### src/design/sbsm_pkg.sv
// ----------------------------------------------------------------------------
// Serial bank switch mapper package
// Shared types and constants for the mapper and its remainder unit.
// ----------------------------------------------------------------------------
package sbsm_pkg;

   // Result targets.
   localparam logic [2:0] TGT_NONE_FF = 3'd0;
   localparam logic [2:0] TGT_NONE_00 = 3'd1;
   localparam logic [2:0] TGT_PRG_ROM = 3'd2;
   localparam logic [2:0] TGT_PRG_RAM = 3'd3;
   localparam logic [2:0] TGT_CHR_ROM = 3'd4;
   localparam logic [2:0] TGT_CHR_RAM = 3'd5;
   localparam logic [2:0] TGT_NAMETAB = 3'd6;
   localparam logic [2:0] TGT_PALETTE = 3'd7;

   // Access kinds.
   localparam logic [1:0] REQ_CPU_RD = 2'd0;
   localparam logic [1:0] REQ_CPU_WR = 2'd1;
   localparam logic [1:0] REQ_PPU_RD = 2'd2;
   localparam logic [1:0] REQ_PPU_WR = 2'd3;

   // Configuration register indexes.
   localparam logic CSR_PRG_BANKS = 1'b0;
   localparam logic CSR_CHR_BANKS = 1'b1;

   // Bank count limits and reset values.
   localparam logic [4:0] MAX_PRG_BANKS   = 5'd16;
   localparam logic [5:0] MAX_CHR_BANKS   = 6'd32;
   localparam logic [4:0] PRG_BANKS_RESET = 5'd2;
   localparam logic [5:0] CHR_BANKS_RESET = 6'd0;
   localparam logic [4:0] SHIFT_RESET     = 5'h10;
   localparam logic [4:0] CONTROL_RESET   = 5'h0C;
   localparam logic [4:0] CONTROL_MODE3   = 5'h0C;
   localparam logic [3:0] WIN_HI_RESET    = 4'd1;
   localparam logic [2:0] SERIAL_LAST     = 3'd4;
   localparam logic [5:0] PALETTE_PAGE    = 6'h3F;

   // Remainder unit: one dividend bit per step.
   localparam logic [2:0] DIV_STEPS = 3'd5;

   typedef struct packed {
      logic       start;
      logic [4:0] dividend;
      logic [5:0] divisor;
   } div_req_type;

   typedef struct packed {
      logic       done;
      logic [4:0] remainder;
   } div_rsp_type;

endpackage

### src/design/sbsm_mod.sv
// ----------------------------------------------------------------------------
// Serial bank switch mapper remainder unit
// Restoring remainder of a 5-bit value by a non-zero 6-bit divisor, one
// dividend bit per cycle; done pulses for one cycle when it is ready.
// ----------------------------------------------------------------------------
module sbsm_mod (
   input  logic                 clock,
   input  logic                 reset,
   input  sbsm_pkg::div_req_type div_req,
   output sbsm_pkg::div_rsp_type div_rsp
);
   import sbsm_pkg::*;

   logic [4:0] rem_ff, rem_in;
   logic [4:0] num_ff, num_in;
   logic [5:0] den_ff, den_in;
   logic [2:0] cnt_ff, cnt_in;
   logic       busy_ff, busy_in;
   logic       done_ff, done_in;
   logic [5:0] trial;
   logic [5:0] diff;

   assign trial = {rem_ff, num_ff[4]};
   assign diff  = trial - den_ff;

   always_comb begin
      rem_in  = rem_ff;
      num_in  = num_ff;
      den_in  = den_ff;
      cnt_in  = cnt_ff;
      busy_in = busy_ff;
      done_in = 1'b0;
      if (div_req.start) begin
         rem_in  = '0;
         num_in  = div_req.dividend;
         den_in  = div_req.divisor;
         cnt_in  = DIV_STEPS;
         busy_in = 1'b1;
      end else if (busy_ff) begin
         rem_in = (trial >= den_ff) ? diff[4:0] : trial[4:0];
         num_in = {num_ff[3:0], 1'b0};
         cnt_in = cnt_ff - 3'd1;
         if (cnt_ff == 3'd1) begin
            busy_in = 1'b0;
            done_in = 1'b1;
         end
      end
   end

   always_ff @(posedge clock) begin
      if (reset) begin
         busy_ff <= 1'b0;
         done_ff <= 1'b0;
         cnt_ff  <= '0;
      end else begin
         busy_ff <= busy_in;
         done_ff <= done_in;
         cnt_ff  <= cnt_in;
      end
      rem_ff <= rem_in;
      num_ff <= num_in;
      den_ff <= den_in;
   end

   assign div_rsp.done      = done_ff;
   assign div_rsp.remainder = rem_ff;

endmodule

### src/design/serial_bank_switch_mapper.sv
// ----------------------------------------------------------------------------
// Serial bank switch mapper
// Maps CPU and PPU bus accesses onto program ROM, work RAM, pattern ROM or
// RAM, nametables and palette, and runs the 5-bit serial register loader.
// ----------------------------------------------------------------------------
// Each access gives one result. Pattern ROM accesses, and loader writes that
// commit a register or reset the loader, use the shared remainder unit,
// which retires one bit per cycle over five steps; with no program ROM such
// loader writes skip it. A write of the program bank count keeps the mapper
// busy while the window banks are recomputed by the same unit, or cleared
// when the count is zero. A finished result waits in the output register
// while the next access is taken in.
module serial_bank_switch_mapper (
   input  logic        clock,
   input  logic        reset,
   input  logic        req_valid,
   output logic        req_ready,
   input  logic [1:0]  req_type,
   input  logic [15:0] req_addr,
   input  logic [7:0]  req_data,
   output logic        rsp_valid,
   input  logic        rsp_ready,
   output logic [2:0]  rsp_target,
   output logic [17:0] rsp_mem_offset,
   output logic        rsp_mem_write,
   input  logic        csr_valid,
   output logic        csr_ready,
   input  logic        csr_index,
   input  logic [5:0]  csr_wdata
);
   import sbsm_pkg::*;

   typedef enum logic [1:0] {ST_IDLE, ST_START, ST_WAIT, ST_FLUSH} state_type;
   typedef enum logic [1:0] {JOB_WIN_CSR, JOB_WIN_REQ, JOB_CHR} job_type;

   state_type   state_ff, state_in;
   job_type     job_ff, job_in;
   logic [12:0] addr_ff, addr_in;
   logic [4:0]  shift_ff, shift_in;
   logic [2:0]  count_ff, count_in;
   logic [4:0]  control_ff, control_in;
   logic [4:0]  chr_lo_ff, chr_lo_in;
   logic [4:0]  chr_hi_ff, chr_hi_in;
   logic [3:0]  bank_sel_ff, bank_sel_in;
   logic        wram_en_ff, wram_en_in;
   logic [3:0]  win_lo_ff, win_lo_in;
   logic [3:0]  win_hi_ff, win_hi_in;
   logic [4:0]  prg_count_ff, prg_count_in;
   logic [5:0]  chr_banks_ff, chr_banks_in;
   logic [2:0]  res_target_ff, res_target_in;
   logic [17:0] res_offset_ff, res_offset_in;
   logic        res_write_ff, res_write_in;
   logic        rsp_valid_ff, rsp_valid_in;
   logic [2:0]  rsp_target_ff, rsp_target_in;
   logic [17:0] rsp_offset_ff, rsp_offset_in;
   logic        rsp_write_ff, rsp_write_in;

   logic [4:0]  prg_n;
   logic [5:0]  chr_n;
   div_req_type div_req;
   div_rsp_type div_rsp;

   assign prg_n = (prg_count_ff > MAX_PRG_BANKS) ? MAX_PRG_BANKS : prg_count_ff;
   assign chr_n = (chr_banks_ff > MAX_CHR_BANKS) ? MAX_CHR_BANKS : chr_banks_ff;

   sbsm_mod u_mod (
      .clock   (clock),
      .reset   (reset),
      .div_req (div_req),
      .div_rsp (div_rsp)
   );

   always_comb begin
      logic [4:0]  shift_new;
      logic [13:0] ppu_addr;
      logic        is_wr;
      logic        nt_hi;
      logic [4:0]  pal_idx;
      logic [4:0]  rem;
      logic [4:0]  rem_next;
      logic [4:0]  last_bank;

      state_in      = state_ff;
      job_in        = job_ff;
      addr_in       = addr_ff;
      shift_in      = shift_ff;
      count_in      = count_ff;
      control_in    = control_ff;
      chr_lo_in     = chr_lo_ff;
      chr_hi_in     = chr_hi_ff;
      bank_sel_in   = bank_sel_ff;
      wram_en_in    = wram_en_ff;
      win_lo_in     = win_lo_ff;
      win_hi_in     = win_hi_ff;
      prg_count_in  = prg_count_ff;
      chr_banks_in  = chr_banks_ff;
      res_target_in = res_target_ff;
      res_offset_in = res_offset_ff;
      res_write_in  = res_write_ff;
      rsp_valid_in  = rsp_valid_ff;
      rsp_target_in = rsp_target_ff;
      rsp_offset_in = rsp_offset_ff;
      rsp_write_in  = rsp_write_ff;
      div_req       = '0;

      shift_new = {req_data[0], shift_ff[4:1]};
      ppu_addr  = req_addr[13:0];
      is_wr     = (req_type == REQ_PPU_WR);
      case (control_ff[1:0])
         2'd0:    nt_hi = 1'b0;
         2'd1:    nt_hi = 1'b1;
         2'd2:    nt_hi = ppu_addr[10];
         default: nt_hi = ppu_addr[11];
      endcase
      pal_idx = ppu_addr[4:0];
      if (pal_idx[1:0] == 2'd0) begin
         pal_idx[4] = 1'b0;
      end
      rem       = div_rsp.remainder;
      rem_next  = rem + 5'd1;
      last_bank = prg_n - 5'd1;

      if (rsp_valid_ff && rsp_ready) begin
         rsp_valid_in = 1'b0;
      end

      case (state_ff)
         ST_IDLE: begin
            if (csr_valid) begin
               if (csr_index == CSR_PRG_BANKS) begin
                  prg_count_in = csr_wdata[4:0];
                  job_in       = JOB_WIN_CSR;
                  state_in     = ST_START;
               end else begin
                  chr_banks_in = csr_wdata;
               end
            end else if (req_valid) begin
               res_target_in = TGT_NONE_FF;
               res_offset_in = '0;
               res_write_in  = 1'b0;
               state_in      = ST_FLUSH;
               if (!req_type[1]) begin
                  if (req_addr[15:13] == 3'b011) begin
                     res_target_in = TGT_PRG_RAM;
                     res_offset_in = {5'd0, req_addr[12:0]};
                     res_write_in  = (req_type == REQ_CPU_WR) && wram_en_ff;
                  end else if (req_addr[15]) begin
                     if (req_type == REQ_CPU_WR) begin
                        if (req_data[7]) begin
                           shift_in   = SHIFT_RESET;
                           count_in   = '0;
                           control_in = control_ff | CONTROL_MODE3;
                           job_in     = JOB_WIN_REQ;
                           state_in   = ST_START;
                        end else if (count_ff == SERIAL_LAST) begin
                           case (req_addr[14:13])
                              2'd0:    control_in = shift_new;
                              2'd1:    chr_lo_in  = shift_new;
                              2'd2:    chr_hi_in  = shift_new;
                              default: begin
                                 bank_sel_in = shift_new[3:0];
                                 wram_en_in  = !shift_new[4];
                              end
                           endcase
                           shift_in = SHIFT_RESET;
                           count_in = '0;
                           job_in   = JOB_WIN_REQ;
                           state_in = ST_START;
                        end else begin
                           shift_in = shift_new;
                           count_in = count_ff + 3'd1;
                        end
                     end else if (prg_n != 5'd0) begin
                        res_target_in = TGT_PRG_ROM;
                        res_offset_in = {req_addr[14] ? win_hi_ff : win_lo_ff,
                                         req_addr[13:0]};
                     end
                  end
               end else begin
                  if (!ppu_addr[13]) begin
                     if (chr_n == 6'd0) begin
                        res_target_in = TGT_CHR_RAM;
                        res_offset_in = {5'd0, ppu_addr[12:0]};
                        res_write_in  = is_wr;
                     end else if (!control_ff[4] && (chr_n[5:1] == 5'd0)) begin
                        res_target_in = TGT_NONE_00;
                     end else begin
                        res_target_in = TGT_CHR_ROM;
                        addr_in       = ppu_addr[12:0];
                        job_in        = JOB_CHR;
                        state_in      = ST_START;
                     end
                  end else if (ppu_addr[13:8] != PALETTE_PAGE) begin
                     res_target_in = TGT_NAMETAB;
                     res_offset_in = {7'd0, nt_hi, ppu_addr[9:0]};
                     res_write_in  = is_wr;
                  end else begin
                     res_target_in = TGT_PALETTE;
                     res_offset_in = {13'd0, pal_idx};
                     res_write_in  = is_wr;
                  end
               end
            end
         end
         ST_START: begin
            if (job_ff == JOB_CHR) begin
               div_req.start = 1'b1;
               state_in      = ST_WAIT;
               if (!control_ff[4]) begin
                  div_req.dividend = {1'b0, chr_lo_ff[4:1]};
                  div_req.divisor  = {1'b0, chr_n[5:1]};
               end else begin
                  div_req.dividend = addr_ff[12] ? chr_hi_ff : chr_lo_ff;
                  div_req.divisor  = chr_n;
               end
            end else if (prg_n == 5'd0) begin
               win_lo_in = '0;
               win_hi_in = '0;
               state_in  = (job_ff == JOB_WIN_CSR) ? ST_IDLE : ST_FLUSH;
            end else begin
               div_req.start    = 1'b1;
               div_req.divisor  = {1'b0, prg_n};
               div_req.dividend = control_ff[3] ? {1'b0, bank_sel_ff}
                                                : {1'b0, bank_sel_ff[3:1], 1'b0};
               state_in         = ST_WAIT;
            end
         end
         ST_WAIT: begin
            if (div_rsp.done) begin
               if (job_ff == JOB_CHR) begin
                  if (!control_ff[4]) begin
                     res_offset_in = {1'b0, rem[3:0], addr_ff};
                  end else begin
                     res_offset_in = {1'b0, rem, addr_ff[11:0]};
                  end
                  state_in = ST_FLUSH;
               end else begin
                  case (control_ff[3:2])
                     2'd2: begin
                        win_lo_in = '0;
                        win_hi_in = rem[3:0];
                     end
                     2'd3: begin
                        win_lo_in = rem[3:0];
                        win_hi_in = last_bank[3:0];
                     end
                     default: begin
                        win_lo_in = rem[3:0];
                        win_hi_in = (rem_next == prg_n) ? 4'd0 : rem_next[3:0];
                     end
                  endcase
                  state_in = (job_ff == JOB_WIN_CSR) ? ST_IDLE : ST_FLUSH;
               end
            end
         end
         ST_FLUSH: begin
            if (!rsp_valid_ff || rsp_ready) begin
               rsp_valid_in  = 1'b1;
               rsp_target_in = res_target_ff;
               rsp_offset_in = res_offset_ff;
               rsp_write_in  = res_write_ff;
               state_in      = ST_IDLE;
            end
         end
         default: begin
            state_in = ST_IDLE;
         end
      endcase
   end

   always_ff @(posedge clock) begin
      if (reset) begin
         state_ff     <= ST_IDLE;
         job_ff       <= JOB_WIN_CSR;
         shift_ff     <= SHIFT_RESET;
         count_ff     <= '0;
         control_ff   <= CONTROL_RESET;
         chr_lo_ff    <= '0;
         chr_hi_ff    <= '0;
         bank_sel_ff  <= '0;
         wram_en_ff   <= 1'b1;
         win_lo_ff    <= '0;
         win_hi_ff    <= WIN_HI_RESET;
         prg_count_ff <= PRG_BANKS_RESET;
         chr_banks_ff <= CHR_BANKS_RESET;
         rsp_valid_ff <= 1'b0;
      end else begin
         state_ff     <= state_in;
         job_ff       <= job_in;
         shift_ff     <= shift_in;
         count_ff     <= count_in;
         control_ff   <= control_in;
         chr_lo_ff    <= chr_lo_in;
         chr_hi_ff    <= chr_hi_in;
         bank_sel_ff  <= bank_sel_in;
         wram_en_ff   <= wram_en_in;
         win_lo_ff    <= win_lo_in;
         win_hi_ff    <= win_hi_in;
         prg_count_ff <= prg_count_in;
         chr_banks_ff <= chr_banks_in;
         rsp_valid_ff <= rsp_valid_in;
      end
      addr_ff       <= addr_in;
      res_target_ff <= res_target_in;
      res_offset_ff <= res_offset_in;
      res_write_ff  <= res_write_in;
      rsp_target_ff <= rsp_target_in;
      rsp_offset_ff <= rsp_offset_in;
      rsp_write_ff  <= rsp_write_in;
   end

   assign req_ready      = (state_ff == ST_IDLE) && !csr_valid;
   assign csr_ready      = (state_ff == ST_IDLE);
   assign rsp_valid      = rsp_valid_ff;
   assign rsp_target     = rsp_target_ff;
   assign rsp_mem_offset = rsp_offset_ff;
   assign rsp_mem_write  = rsp_write_ff;

endmodule

### config.mk
export PLATFORM = sky130hd
export DESIGN_NAME = serial_bank_switch_mapper
export DESIGN_NICKNAME = d
export VERILOG_FILES = /design/src/design/sbsm_pkg.sv /design/src/design/sbsm_mod.sv /design/src/design/serial_bank_switch_mapper.sv
export SDC_FILE = /design/constraint.sdc
export NUM_CORES = 1
export LEC_CHECK = 0
export BUFFER_PORTS_ARGS = -buffer_cell sky130_fd_sc_hd__buf_2
export CORE_UTILIZATION = 60
export CTS_CLUSTER_SIZE = 28
export DETAILED_ROUTE_END_ITERATION = 7
export PLACE_DENSITY = 0.81
export SLEW_MARGIN = 20
export SYNTH_ARGS = -nofsm -noshare
export SYNTH_HDL_FRONTEND = slang
export SYNTH_SLANG_ARGS = --single-unit
export TNS_END_PERCENT = 5
### constraint.sdc
create_clock -name clock -period 4.6 [get_ports clock]
set_input_delay 0.23 -clock clock [delete_from_list [all_inputs] [get_ports clock]]
set_output_delay 0.23 -clock clock [all_outputs]
set_load 0.005 [all_outputs]
# --- Word-level counts from Yosys, hierarchy flattened ---
# Cells that the tools add are included.
word_totals:
  register_bits: 130
  input_bits: 38
  output_inout_bits: 25
classes:
  addsub: 5
  order_cmp: 3
  eq_ne: 32
  mux: 99
  bitwise: 10
  reduce_logical: 45
ops:
  columns: ["cell", "count"]
  rows:
  - ["18-bit 2-to-1 mux", 10]
  - ["2-bit 2-to-1 mux", 34]
  - ["10-bit AND reduction", 5]
  - ["4-bit 2-to-1 mux", 12]
  - ["12-bit 2-to-1 mux", 3]
  - ["18-bit case mux with 2 select lines", 1]
  - ["5-bit 2-to-1 mux", 7]
  - ["3-bit 2-to-1 mux", 8]
  - ["4-bit case mux with 2 select lines", 3]
  - ["11-bit 2-to-1 mux", 2]
  - ["17-bit 2-to-1 mux", 1]
  - ["2-bit == test, second input constant", 8]
  - ["2-bit inequality test, second input constant", 8]
  - ["3-bit inequality test, second input constant", 5]
  - ["1-bit 2-to-1 mux", 14]
  - ["7-bit AND reduction", 2]
  - ["13-bit 2-to-1 mux", 1]
  - ["2-bit nonzero test", 6]
  - ["2-bit zero test", 5]
  - ["5-bit zero test", 2]
  - ["1-bit inverter", 10]
  - ["5-bit AND reduction", 2]
  - ["3-bit AND reduction", 3]
  - ["9-bit AND reduction", 1]
  - ["30 further kinds", 41]

# --- Depth between registers and ports, before layout ---
# Gate-level depths: netlist of run 1.
logic_depth:
  ltp_word: 11
  mapped_depth: 10

# --- Hierarchy ---
# Synthesis of run 1 repeated with hierarchy kept, for this count alone.
hier_totals:
  cells_unflattened: 608
  hier_area_um2: 6316.1
modules_own_cells:
  columns: ["module", "n_inst", "cells_each", "area_each_um2"]
  rows:
  - ["serial_bank_switch_mapper", 1, 510, 5222.5]
  - ["sbsm_mod", 1, 98, 1093.5]

# --- Worst setup path after synthesis of run 1 ---
# OpenSTA, ideal clock, no wires.
synth_timing:
  path_kind: "register to register"
  from: "register prg_count_ff[4]"
  to: "register res_offset_ff[10], data pin"
  setup_ns: 0.261
  arrival_ns: 2.120
  path_slack_ns: 2.219
  path_stages_with_launch: 10
  n_path_buf: 2
  path_cell_list: "dfxtp_1 -> buf_2 -> nand2b_1 -> ha_1 -> or4b_1 -> buf_2 -> a31oi_1 -> a2bb2oi_1 -> nor2_1 -> a221o_1"
synth_between:
  elab_chain_len: 11
synth_lines:
  columns: ["item", "line_no", "source"]
  rows:
  - ["start, declared", "serial_bank_switch_mapper.sv:48", "logic [4:0] prg_count_ff, prg_count_in;"]
  - ["start signal, assigned", "serial_bank_switch_mapper.sv:299", "prg_count_ff <= prg_count_in;"]
  - ["5-bit > comparator", "serial_bank_switch_mapper.sv:63", "assign prg_n = (prg_count_ff > MAX_PRG_BANKS) ? MAX_PRG_BANKS : prg_count_ff;"]
  - ["5-bit 2-to-1 mux *", "serial_bank_switch_mapper.sv:63", null]
  - ["5-bit nonzero test *", "serial_bank_switch_mapper.sv:173", "end else if (prg_n != 5'd0) begin"]
  - ["18-bit 2-to-1 mux *", "serial_bank_switch_mapper.sv:173", null]
  - ["18-bit 2-to-1 mux *", "serial_bank_switch_mapper.sv:148", "if (req_type == REQ_CPU_WR) begin"]
  - ["18-bit 2-to-1 mux *", "serial_bank_switch_mapper.sv:147", "end else if (req_addr[15]) begin"]
  - ["18-bit 2-to-1 mux *", "serial_bank_switch_mapper.sv:143", "if (req_addr[15:13] == 3'b011) begin"]
  - ["18-bit 2-to-1 mux *", "serial_bank_switch_mapper.sv:142", "if (!req_type[1]) begin"]
  - ["18-bit 2-to-1 mux *", "serial_bank_switch_mapper.sv:137", "end else if (req_valid) begin"]
  - ["18-bit 2-to-1 mux *", "serial_bank_switch_mapper.sv:129", "if (csr_valid) begin"]
  - ["18-bit case mux with 2 select lines *", "serial_bank_switch_mapper.sv:127", "case (state_ff)"]
  - ["via res_offset_in[10]", "serial_bank_switch_mapper.sv:51", "logic [17:0] res_offset_ff, res_offset_in;"]
  - ["end signal, assigned", "serial_bank_switch_mapper.sv:305", "res_offset_ff <= res_offset_in;"]
  - ["end, declared", "serial_bank_switch_mapper.sv:51", null]
# The timed path passes the listed nets; every way through them passes the cells marked *. The select of a mux whose other input is x is not followed.
# A chain may end at the register's enable or synchronous reset.

# --- Worst setup path in the final report of run 1 ---
layout_timing:
  from: "register prg_count_ff[4]"
  to: "register res_offset_ff[9], data pin"
# Same word-level chain as after synthesis.

==> summary.md, run 1 <==
| Metric | Value |
|---|---|
| Worst VDD drop | 0.291 mV |
| Slowest-stage cell, CP | or4b_1 |
| Layout cell share with drive strength beyond 1 | approximately 16% |
| Combinational share of power | 22.7% |
| Worst R2R Start | prg_count_ff[4] |
| CP startpoint | prg_count_ff[4] |
| Number of H-tree levels | 4 |
| Via Count | slightly below 5000 |
| Die area | about 11000 um2 |
| Syn Inst Count | ~590 |
| Period utilisation layout | between 60% and 70% |
| CP bufs+invs | 1 |
| DR WL/cell | 17.8 um |
| Max-Cap Viols | 0 |
| Int Pwr | 2.44 mW |
| Syn Nets | ~640 |
| Switching power | 1.13 mW |
| Pre-antenna DRT Iters | 6 |
| FILL cells | approximately 640 |
| Pwr/cell area | between 400 and 500 nW/um2 |
| Critical Path AT | approximately 3.2 ns |
| Peak Freq | roughly 0.34 GHz |
| CTS tree | built |
| DRT antenna net count | 0 |
| Hold path startpoint | req_data[0] |
| Cell total after placement | 752 |
| Crit-path leading delay family | simple AND/OR/NAND/NOR gates |
| Crit path max fanout | 11 |
| Mapped cell area | 6060 um2 |
| DIE WIDTH | ~100 um |
| Routability cong. | between 0.8 and 0.9 |
| Worst slew pin tran | 1.08 ns |
| Kind of end point of the critical path | flip-flop |
| Final WS setup | 1.66 ns |
| Seq pwr share | a little over two fifths |
| Ranking of synthesized cells by area | edfxtp_1 34%, dfxtp_1 20%, mux2i_1 7.1%, nor2_1 4.6%, a21oi_1 3.4% |
| Die Height | about 100 um |
| CTS sink cnt | 129 |
| Site Rows | 36 |
| Mean area per synthesized cell | slightly above 10 um2 |
| Most common cell after layout, fill and taps aside | nor2_1 |
| Run status | finished clean |
| Number of remaining DRC errors | 0 |
| Iter 0 DRT Violations | ~360 |
| Largest net degree at the start of global routing | 51 |
| Slew Limit Headroom | roughly 28% |
| Final Power | roughly 3.6 mW |
| Vias in the first global route | 4725 |
| IO Port Bufs | between 50 and 60 |
| Area growth syn-to-layout | 18.1% |
| Core area | 9770 um2 |
| Starting Density | 62.0% |
| CTS Buf Count | 17 |
| Global-route wire length before repair | approximately 23 mm |
| Hold_ws | between 0.05 and 0.06 ns |
| Via-to-Cell Ratio | between 6 and 7 |
| Register area share after synthesis | 53.9% |
| Total track usage | roughly 29% |
| Largest family of logic cells by synthesized area | simple AND/OR/NAND/NOR gates |
| Mux cell area share after synthesis | ~8% |
| Net Sw Frac | between 30% and 40% |
| Most frequent cells in the layout | 74 x nor2_1, 68 x edfxtp_1, 61 x dfxtp_1 |
| Worst path required time | roughly 4.8 ns |
| Post-synthesis adder-cell area fraction | about 3.0% |
| Post-synth EDFFs | 68 |
| CP max stage delay | around 0.64 ns |
| Xor and xnor fraction of the mapped netlist area | 1.16% |
| Cell Count, Final, Fillers Out | approximately 800 |
| Ys async rst share | 0% |
| Complex-gate fraction of the synthesized area | between 10% and 20% |
| Clock share of power | approximately 35% |
| Clock transition at path regs | roughly 0.06 ns |
| Root buf cell | clkbuf_8 |
| HPWL Detailed | 9.43 mm |
| Layout net count | about 700 |
| Final Max Tran Viols | 0 |
| Initial antenna violation count | 0 |
| Cell taking the most area after synthesis | edfxtp_1 |
| Num ports | 63 |
| Top FF cell, synth | edfxtp_1 |
| Hold Crit Class | in -> reg |
| Crit path time final | approximately 3 ns |
| Simple-Gate Fraction of Synth Area | between 10% and 20% |
| Worst clock skew | between 0.006 and 0.007 ns |
| Final setup vio count | 0 |
| ANT cells | 0 |
| LEAKAGE | 2.75 nW |
| Share of the synthesized area in the top cell type | approximately a third |
| Post-synth cell types | 65 |
| Worst-Skew Late Latency | 0.52 ns |
| Sum Neg Setup Slack | 0 ns |
| Fin. Hold Viols | 0 |
| GRT Residual Overflow | 0 |
| Synth warn | 0 |
| Critical Path Start Type | flip-flop |
| CTS max path bufs | 2 |
| Worst-path cell chain | nor2b_1, inv_1, ha_1, or4b_1, a31oi_1, nor2_1, a211oi_2, a21oi_1 |
| WL final | between 10 and 15 mm |
| Post-CTS Setup Bufs | 0 |
| Synth Register Bits | 129 |
| Pre-CTS setup slack | roughly 1.7 ns |
| Crit Path Category | reg -> reg |
| RSZ-0062 raised after global routing | no |
==> cell families (layout without fill, tap and decap cells) <==
logic type               count (synthesis)  after routing
AO/OA/AOI/OAI                          128            128
flip-flops                             129            129
buffers and inverters                   58            139
multiplexers                            48             48
AND/OR/NAND/NOR                        204            204
XOR/XNOR                                 8              8
adder cells (fa/ha/maj)                 14             14
==> cell type report <==
type                            count  area [um2]  share of cell area (%)
Sequential cell                   129        3260                    45.6
Clock inverter                     15         134                    1.87
Inverter                           29         109                    1.52
Tap cell                          133         166                    2.33
Multi-Input combinational cell    402        2580                    36.0
Clock buffer                       17         414                    5.79
Timing Repair Buffer               78         493                    6.89
==> routing by layer <==
| metal | global-route usage (%) | vias to the layer above | share of wire (%) |
|---|---|---|---|
| met4 | 14.8 | 0 | 2.8 |
| met1 | 34.6 | 2307 | 40 |
| met5 | 0 | - | 0 |
| met2 | 48.4 | 236 | 50 |
| met3 | 7.59 | 42 | 7.1 |
| li1 | - | 2274 | - |
==> worst paths after layout <==
check,end,depth (start not counted),slack [ns]
worst min-delay path,control_ff[4],3,0.05
worst min register to register,rsp_target[2],0,0.42
worst max register to register,res_offset_ff[9],8,1.66
worst max-delay path,res_offset_ff[9],8,1.66
==> synthesized netlist by cell type, drive strengths merged (6+ instances only) <==
cell type / count
mux2i: 43
nand3: 21
and2: 6
xnor2: 7
o21ai: 23
clkbuf: 24
o22ai: 11
a21oi: 41
o21a: 7
nor2: 74
a31oi: 10
dfxtp: 61
edfxtp: 68
a22o: 6
ha: 13
nor2b: 10
nor3: 8
nand2: 47
inv: 29
==> worst register-to-register path, cell delays in order, from the launching register on <==
cell and delay (ns):
dfxtp_1 0.55, nor2b_1 0.16, inv_1 0.14, ha_1 0.17, or4b_1 0.64, a31oi_1 0.33
nor2_1 0.11, a211oi_2 0.45, a21oi_1 0.12
==> power by group through the flow <==
stage / logic (mW) / registers [mW] / clock network [mW]
3_5_place_dp: 0.767 / 1.54 / 0
4_1_cts: 0.795 / 1.52 / 1.25
3_3_place_gp: 0.729 / 1.53 / 0
2_1_floorplan: 0.627 / 1.46 / 0
6_report: 0.811 / 1.52 / 1.24
5_1_grt: 0.893 / 1.54 / 1.30
==> metrics by stage <==
stage | instance area [um2] | util, %
after floorplan | 6060 | -
after global placement | 6420 | 65.7
after detailed placement | 6420 | 65.7
after CTS | 7160 | 73.2
after global routing | 7160 | 73.2
final | 7160 | 73.2
==> flip-flops by register name, summed over array words and instances (netlist names), 2 cells and up <==
signal / cells
res_target_ff: 3
rsp_mem_offset: 18
rsp_target: 3
state_ff: 2
win_hi_ff: 4
addr_ff: 13
chr_lo_ff: 5
control_ff: 5
win_lo_ff: 4
u_mod.den_ff: 6
bank_sel_ff: 4
u_mod.cnt_ff: 3
chr_banks_ff: 6
prg_count_ff: 5
count_ff: 3
u_mod.num_ff: 5
u_mod.rem_ff: 5
shift_ff: 4
job_ff: 2
res_offset_ff: 18
chr_hi_ff: 5
==> timing repair <==
action                                 CTS  global route
hold buffers                            19             0
resized for setup                        0             0
endpoints found under the hold margin   24             0
Note: power is estimated with default switching activity, not from simulation.
==> run 2: changes to the inputs <==
--- a/config.mk
+++ b/config.mk
@@ -5,11 +5,12 @@
 export SDC_FILE = /design/constraint.sdc
 export NUM_CORES = 1
 export LEC_CHECK = 0
+export ABC_AREA = 1
 export BUFFER_PORTS_ARGS = -buffer_cell sky130_fd_sc_hd__buf_2
-export CORE_UTILIZATION = 60
+export CORE_UTILIZATION = 53
 export CTS_CLUSTER_SIZE = 28
 export DETAILED_ROUTE_END_ITERATION = 7
-export PLACE_DENSITY = 0.81
+export PLACE_DENSITY = 0.76
 export SLEW_MARGIN = 20
 export SYNTH_ARGS = -nofsm -noshare
 export SYNTH_HDL_FRONTEND = slang
==> constraint.sdc (replaced) <==
create_clock -name clock -period 2.62 [get_ports clock]
set_input_delay 0.131 -clock clock [delete_from_list [all_inputs] [get_ports clock]]
set_output_delay 0.131 -clock clock [all_outputs]
set_load 0.005 [all_outputs]
==> summary.md, run 2 <==
| Metric | Value |
|---|---|
| Mean area per synthesized cell | 8.83 um2 (was 10.3 um2) |
| Post-route design area | 7240 um2 (was 7160 um2) |
| Layout cell share with drive strength beyond 1 | 15.5% (about the same) |
| CP dominant cell by count | nand2_1 |
| Most common cell after layout, fill and taps aside | nand2_1 (was nor2_1) |
| GRT Residual Overflow | 0 (unchanged) |
| Fin. Hold Viols | 0 (unchanged) |
| WL final | 15.0 mm (was 14.3 mm) |
| Total track usage | 27.2% (was 29.0%) |
| Cell taking the most area after synthesis | edfxtp_1 (unchanged) |
| Slew Limit Headroom | 61.4% (was 27.8%) |
| Site Rows | 38 (was 36) |
| Via Count | 5165 (was 4859) |
| Clock transition at path regs | 0.06 ns (about the same) |
| Pwr/cell area | 935 nW/um2 (was 498 nW/um2) |
| Synth warn | 0 (unchanged) |
| Register area share after synthesis | 54.4% (was 53.9%) |
| Hold_ws | 0.0270 ns (was 0.0518 ns) |
| DIE WIDTH | 108 um (was 102 um) |
| Peak Freq | 0.420 GHz (was 0.340 GHz) |
| Final Max Tran Viols | 0 (unchanged) |
| Count leader, synth | nand2_1 (was nor2_1) |
| Routability cong. | 1.02 (was 0.878) |
| Slowest-stage cell, CP | dfxtp_1 (was or4b_1) |
| Combinational share of power | 24.3% (was 22.7%) |
| CTS tree | built (unchanged) |
| Num ports | 63 (unchanged) |
| RSZ-0062 raised after global routing | no (unchanged) |
| Worst-Skew Late Latency | 0.42 ns (was 0.52 ns) |
| Run status | finished clean (unchanged) |
| Number of H-tree levels | 4 (unchanged) |
| Ys async rst share | 0% (unchanged) |
| Seq pwr share | 41.1% (was 42.6%) |
| Top Usage Layer GRT | met2 (unchanged) |
| M2 GR Usage | 45.7% (was 48.4%) |
| DRT antenna net count | 0 (unchanged) |
| Syn Inst Count | 679 (was 589) |
| Pre-antenna DRT Iters | 6 (unchanged) |
| Grt met1 use | 32.6% (was 34.6%) |
| Critical Path AT | 2.54 ns (was 3.18 ns) |
| Mapped cell area | 6000 um2 (was 6060 um2) |
| DR WL/cell | 16.3 um (was 17.8 um) |
| Share of the synthesized area in the top cell type | 34.1% (was 33.7%) |
| Top FF cell, synth | edfxtp_1 (unchanged) |
| Global-route wire length before repair | 24.2 mm (was 22.9 mm) |
| Via-to-Cell Ratio | 5.62 (was 6.05) |
| Kind of end point of the critical path | flip-flop (unchanged) |
| Iter 0 DRT Violations | 494 (was 356) |
| Root buf cell | clkbuf_16 (was clkbuf_8) |
| Final Power | 6.77 mW (was 3.57 mW) |
| Area growth syn-to-layout | 20.8% (was 18.1%) |
| HPWL Detailed | 10.5 mm (was 9.43 mm) |
| Int Pwr | 4.56 mW (was 2.44 mW) |
| Vias in the first global route | 5099 (was 4725) |
| Placed cell areas | 6490 um2 (was 6420 um2) |
| LEAKAGE | 3.05 nW (was 2.75 nW) |
| Ranking of synthesized cells by area | edfxtp_1 34%, dfxtp_1 20%, nand2_1 8.2%, a21oi_1 5.3%, inv_1 5.1% (was edfxtp_1 34%, dfxtp_1 20%, mux2i_1 7.1%, nor2_1 4.6%, a21oi_1 3.4%) |
| Die area | 11700 um2 (was 10500 um2) |
| Post-Route Utilization | 66.2% (was 73.2%) |
| Sum Neg Setup Slack | 0 ns (unchanged) |
| Crit path time final | 2.38 ns (was 2.94 ns) |
| CTS Buf Count | 17 (unchanged) |
| Worst-path cell chain | nor2_1, nand2_1, nand2_1, nand2_1, ha_1, nand3_1, nand3_1, inv_1, o21ai_1, buf_4, nand2_1, nand2_1, o21ai_0 (was nor2b_1, inv_1, ha_1, or4b_1, a31oi_1, nor2_1, a211oi_2, a21oi_1) |
| Initial antenna violation count | 0 (unchanged) |
| Synth Register Bits | 129 (unchanged) |
| CTS max path bufs | 2 (unchanged) |
| Starting Density | 54.8% (was 62.0%) |
| Crit Path Category | reg -> reg (unchanged) |
| IO Port Bufs | 56 (unchanged) |
| ANT cells | 0 (unchanged) |
| Post-synth cell types | 44 (was 65) |
| Die Height | 108 um (was 102 um) |
| Clock share of power | 34.6% (about the same) |
| Max-Cap Viols | 0 (unchanged) |
| FILL cells | 856 (was 639) |
| Most frequent cells in the layout | 131 x nand2_1, 81 x inv_1, 68 x edfxtp_1 (was 74 x nor2_1, 68 x edfxtp_1, 61 x dfxtp_1) |
| CTS sink cnt | 129 (unchanged) |
| CP max stage delay | 0.39 ns (was 0.64 ns) |
| Worst path required time | 2.77 ns (was 4.84 ns) |
| Largest net degree at the start of global routing | 23 (was 51) |
| Hold Crit Class | in -> reg (unchanged) |
| Core area | 10900 um2 (was 9770 um2) |
| Number of remaining DRC errors | 0 (unchanged) |
| Worst slew pin tran | 0.574 ns (was 1.08 ns) |
| Period utilisation layout | 91.0% (was 63.9%) |
| Worst clock skew | 0.00686 ns (was 0.00639 ns) |
| Layout net count | 818 (was 709) |
| Post-synth EDFFs | 68 (unchanged) |
| Crit path max fanout | 6 (was 11) |
| Met3 Track Usage GR | 6.75% (was 7.59%) |
| Critical Path Start Type | flip-flop (unchanged) |
| Switching power | 2.22 mW (was 1.13 mW) |
| Syn Nets | 731 (was 641) |
| Worst VDD drop | 0.446 mV (was 0.291 mV) |
| Final setup vio count | 0 (unchanged) |
| Top cells by count, synth | 131 x nand2_1, 81 x inv_1, 68 x edfxtp_1 (was 74 x nor2_1, 68 x edfxtp_1, 61 x dfxtp_1) |
| Net Sw Frac | 32.7% (was 31.7%) |
==> run 2: changes by cell type in the layout (fill, tap and decap cells not counted), sizes merged, moves of 10 or more <==
| cell | before | now |
|---|---|---|
| nand3 | 21 | 40 |
| o21ai | 23 | 69 |
| a21oi | 41 | 64 |
| mux2i | 43 | 1 |
| inv | 34 | 92 |
| nor2b | 10 | 0 |
| nand2 | 47 | 133 |
==> run 2: power groups by stage <==
stage               Sequential (mW)  Clock [mW]  Combinational [mW]
floorplan                      2.76           0                1.12
global placement               2.80           0                1.51
detailed placement             2.82           0                1.57
CTS                            2.78        2.35                1.61
global route                   2.82        2.45                1.82
finish                         2.79        2.34                1.65
==> run 2: metal layers <==
layer | routed length (um) | vias to the layer above | part of all wire [%]
met1 | 6240 | 2404 | 42
met4 | 479 | 0 | 3.2
met5 | 0 | - | 0
met3 | 953 | 43 | 6.4
li1 | - | 2497 | -
met2 | 7300 | 221 | 49
==> run 2: through the flow <==
step                      instances  setup slack [ns]
final                           919             0.237
after global routing            919            0.0264
after CTS                       919            0.0779
after detailed placement        870             0.117
after global placement          870             0.214
after floorplan                 679             0.244
==> run 2: area by class of cell <==
| type | count | area [um2] | share of cell area (%) |
|---|---|---|---|
| sequential | 129 | 3260 | 45.1 |
| timing repair buffer | 84 | 533 | 7.36 |
| clock buffer | 18 | 429 | 5.93 |
| clock inverter | 14 | 154 | 2.13 |
| multi-input combinational | 446 | 2360 | 32.5 |
| tap | 140 | 175 | 2.42 |
| inverter | 88 | 332 | 4.58 |
==> run 2: cell families (layout without fill, tap and decap cells) <==
kind of cell	after synthesis	count (layout)	synth area share, %
buffers and inverters	104	204	6.68
multiplexers	1	1	0.167
XOR/XNOR	6	6	0.876
AND/OR/NAND/NOR	262	262	19.8
flip-flops	129	129	54.4
AO/OA/AOI/OAI	163	163	15.0
adder cells (fa/ha/maj)	14	14	3.05
==> run 2: path summary, 6_finish.rpt <==
check,startpoint,depth (start not counted),end,slack [ns]
min,csr_wdata[5],3,chr_banks_ff[5],0.03
max,prg_count_ff[0],13,res_offset_ff[0],0.24
min reg2reg,res_offset_ff[11],0,rsp_mem_offset[11],0.42
max reg2reg,prg_count_ff[0],13,res_offset_ff[0],0.24
==> run 2: repair_timing <==
| item | 4_1_cts | 5_1_grt |
|---|---|---|
| setup buffers | 0 | 0 |
| endpoints found under the setup margin | 0 | 30 |
| resized for setup | 0 | 3 |
| hold buffers | 17 | 0 |
| hold endpoints to repair | 17 | 0 |
==> run 2: worst max-delay path, delay by kind of cell, from the launching register on <==
| kind | cells | cell delay, ns |
|---|---|---|
| buffers and inverters | 2 | 0.26 |
| flip-flops | 1 | 0.39 |
| AO/OA/AOI/OAI | 2 | 0.30 |
| adder cells (fa/ha/maj) | 1 | 0.16 |
| AND/OR/NAND/NOR | 8 | 1.02 |
==> run 3: changes to the inputs <==
--- a/config.mk
+++ b/config.mk
@@ -10,6 +10,7 @@
 export CORE_UTILIZATION = 53
 export CTS_CLUSTER_SIZE = 28
 export DETAILED_ROUTE_END_ITERATION = 7
+export GPL_TIMING_DRIVEN = 0
 export PLACE_DENSITY = 0.76
 export SLEW_MARGIN = 20
 export SYNTH_ARGS = -nofsm -noshare
==> summary.md, run 3 (same netlist as run 2, synthesis figures left out) <==
| Metric | Value |
|---|---|
| Run status | finished clean (unchanged) |
| Vias in the first global route | 5022 (was 5099) |
| CTS sink cnt | 129 (unchanged) |
| Final WS setup | 0.210 ns (was 0.237 ns) |
| Total track usage | 27.8% (was 27.2%) |
| Iter 0 DRT Violations | 448 (was 494) |
| WL final | 15.3 mm (was 15.0 mm) |
| Initial antenna violation count | 0 (unchanged) |
| Crit path max fanout | 10 (was 6) |
| Pwr/cell area | 932 nW/um2 (was 935 nW/um2) |
| Worst path required time | 2.90 ns (was 2.77 ns) |
| DR WL/cell | 16.6 um (was 16.3 um) |
| DRT antenna net count | 0 (unchanged) |
| Fin. Hold Viols | 0 (unchanged) |
| Peak Freq | 0.415 GHz (was 0.420 GHz) |
| Num ports | 63 (unchanged) |
| Most frequent cells in the layout | 131 x nand2_1, 79 x inv_1, 68 x edfxtp_1 (was 131 x nand2_1, 81 x inv_1, 68 x edfxtp_1) |
| Area growth syn-to-layout | 20.9% (was 20.8%) |
| Starting Density | 54.8% (unchanged) |
| CTS Buf Count | 17 (unchanged) |
| Site Rows | 38 (unchanged) |
| Critical Path AT | 2.69 ns (was 2.54 ns) |
| Worst-path cell chain | nor2_1, nand2_1, nand2_1, nand2_1, ha_1, nand3_1, inv_1, nor2_1, nor2_2, clkbuf_4, a221oi_1, a21o_1 (was nor2_1, nand2_1, nand2_1, nand2_1, ha_1, nand3_1, nand3_1, inv_1, o21ai_1, buf_4, nand2_1, nand2_1, o21ai_0) |
| Critical Path Start Type | flip-flop (unchanged) |
| Die area | 11700 um2 (unchanged) |
| LEAKAGE | 3.01 nW (was 3.05 nW) |
| Core area | 10900 um2 (unchanged) |
| Most common cell after layout, fill and taps aside | nand2_1 (unchanged) |
| Period utilisation layout | 92.0% (was 91.0%) |
| Worst VDD drop | 0.538 mV (was 0.446 mV) |
| ANT cells | 0 (unchanged) |
| Via-to-Cell Ratio | 5.69 (was 5.62) |
| Number of H-tree levels | 4 (unchanged) |
| Global-route wire length before repair | 24.5 mm (was 24.2 mm) |
| Clock transition at path regs | 0.06 ns (about the same) |
| Layout net count | 822 (was 818) |
| IO Port Bufs | 53 (was 56) |
| Max-Cap Viols | 0 (unchanged) |
| RSZ-0062 raised after global routing | yes (was no) |
| CP dominant cell by count | nand2_1 (unchanged) |
| Pre-CTS setup slack | -0.141 ns (was 0.117 ns) |
| Final Power | 6.76 mW (was 6.77 mW) |
| Hold Crit Class | in -> reg (unchanged) |
| Layout cell share with drive strength beyond 1 | 14.9% (was 15.5%) |
| Die Height | 108 um (unchanged) |
| Root buf cell | clkbuf_16 (unchanged) |
| CTS max path bufs | 2 (unchanged) |
| GRT Residual Overflow | 0 (unchanged) |
| Final Max Tran Viols | 0 (unchanged) |
| CP max stage delay | 0.36 ns (was 0.39 ns) |
| Kind of end point of the critical path | flip-flop (unchanged) |
| Routability cong. | 0.926 (was 1.02) |
| Largest net degree at the start of global routing | 17 (was 23) |
| Worst slew pin tran | 0.743 ns (was 0.574 ns) |
| Pre-antenna DRT Iters | 5 (was 6) |
| Worst-Skew Late Latency | 0.41 ns (was 0.42 ns) |
| Crit Path Category | reg -> reg (unchanged) |
| Worst clock skew | 0.00615 ns (was 0.00686 ns) |
| Slew Limit Headroom | 50.4% (was 61.4%) |
| Crit path time final | 2.41 ns (was 2.38 ns) |
| HPWL Detailed | 10.8 mm (was 10.5 mm) |
| Number of remaining DRC errors | 0 (unchanged) |
| DIE WIDTH | 108 um (unchanged) |
| Slowest-stage cell, CP | dfxtp_1 (unchanged) |
| CTS tree | built (unchanged) |
| Via Count | 5252 (was 5165) |
| Final setup vio count | 0 (unchanged) |
==> run 3: cell types whose count changed in the layout (fill, tap and decap cells not counted), sizes merged <==
cell / before / now
clkbuf: 18 / 31
buf: 67 / 58
clkinvlp: 2 / 4
clkinv: 6 / 5
inv: 92 / 91
==> run 3: metrics by stage <==
step	area [um2]	cells	hold WS (ns)	util, %	TNS, ns
after global routing	7250	923	0.0545	66.3	-0.0225
final	7250	923	0.0296	66.3	0
after floorplan	6000	679	0.230	-	0
after CTS	7240	923	0.0201	66.2	0
after detailed placement	6480	874	0.326	59.3	-0.916
after global placement	6440	872	0.323	58.9	-5.75
==> run 3: routing by layer <==
metal	track usage, %	part of all wire [%]	up-vias	wire length (um)
met1	34.6	42	2475	6390
met5	0	0	-	0
met4	12.1	2.7	0	408
met2	47.0	49	223	7510
met3	5.49	6.4	44	974
li1	-	-	2510	-
==> run 3: what timing repair did <==
item | CTS | global route
buffers inserted | 0 | 0
endpoints found under the hold margin | 17 | 0
setup endpoints to repair | 10 | 19
hold buffers | 17 | 0
gates resized for setup | 2 | 8
==> run 3: path summary, 6_finish.rpt <==
check | from | end | slack (ns) | cells after the start
worst max-delay path | prg_count_ff[0] | u_mod.num_ff[2] | 0.21 | 12
worst min-delay path | csr_wdata[5] | chr_banks_ff[5] | 0.03 | 3
worst min register to register | res_offset_ff[1] | rsp_mem_offset[1] | 0.42 | 0
worst max register to register | prg_count_ff[0] | u_mod.num_ff[2] | 0.21 | 12
==> run 3: layout make-up <==
cell class	count	area [um2]
Multi-Input combinational cell	446	2370
Buffer	16	71.3
Tap cell	140	175
Timing Repair Buffer	72	458
Clock inverter	14	153
Fill cell	865	3680
Inverter	88	332
Clock buffer	18	429
Sequential cell	129	3260
==> run 3: power by group <==
part / switching, mW / total (mW) / internal [mW]
clock network: 0.913 / 2.32 / 1.41
registers: 0.208 / 2.79 / 2.58
logic: 1.08 / 1.64 / 0.560
total: 2.20 / 6.76 / 4.55
==> run 3: worst max-delay path: cells and delay by family (launching register included) <==
family / cells / cell delay (ns)
simple gates: 7 / 0.98
compound gates: 2 / 0.46
flops: 1 / 0.36
buf+inv: 2 / 0.28
fa+ha+maj: 1 / 0.22
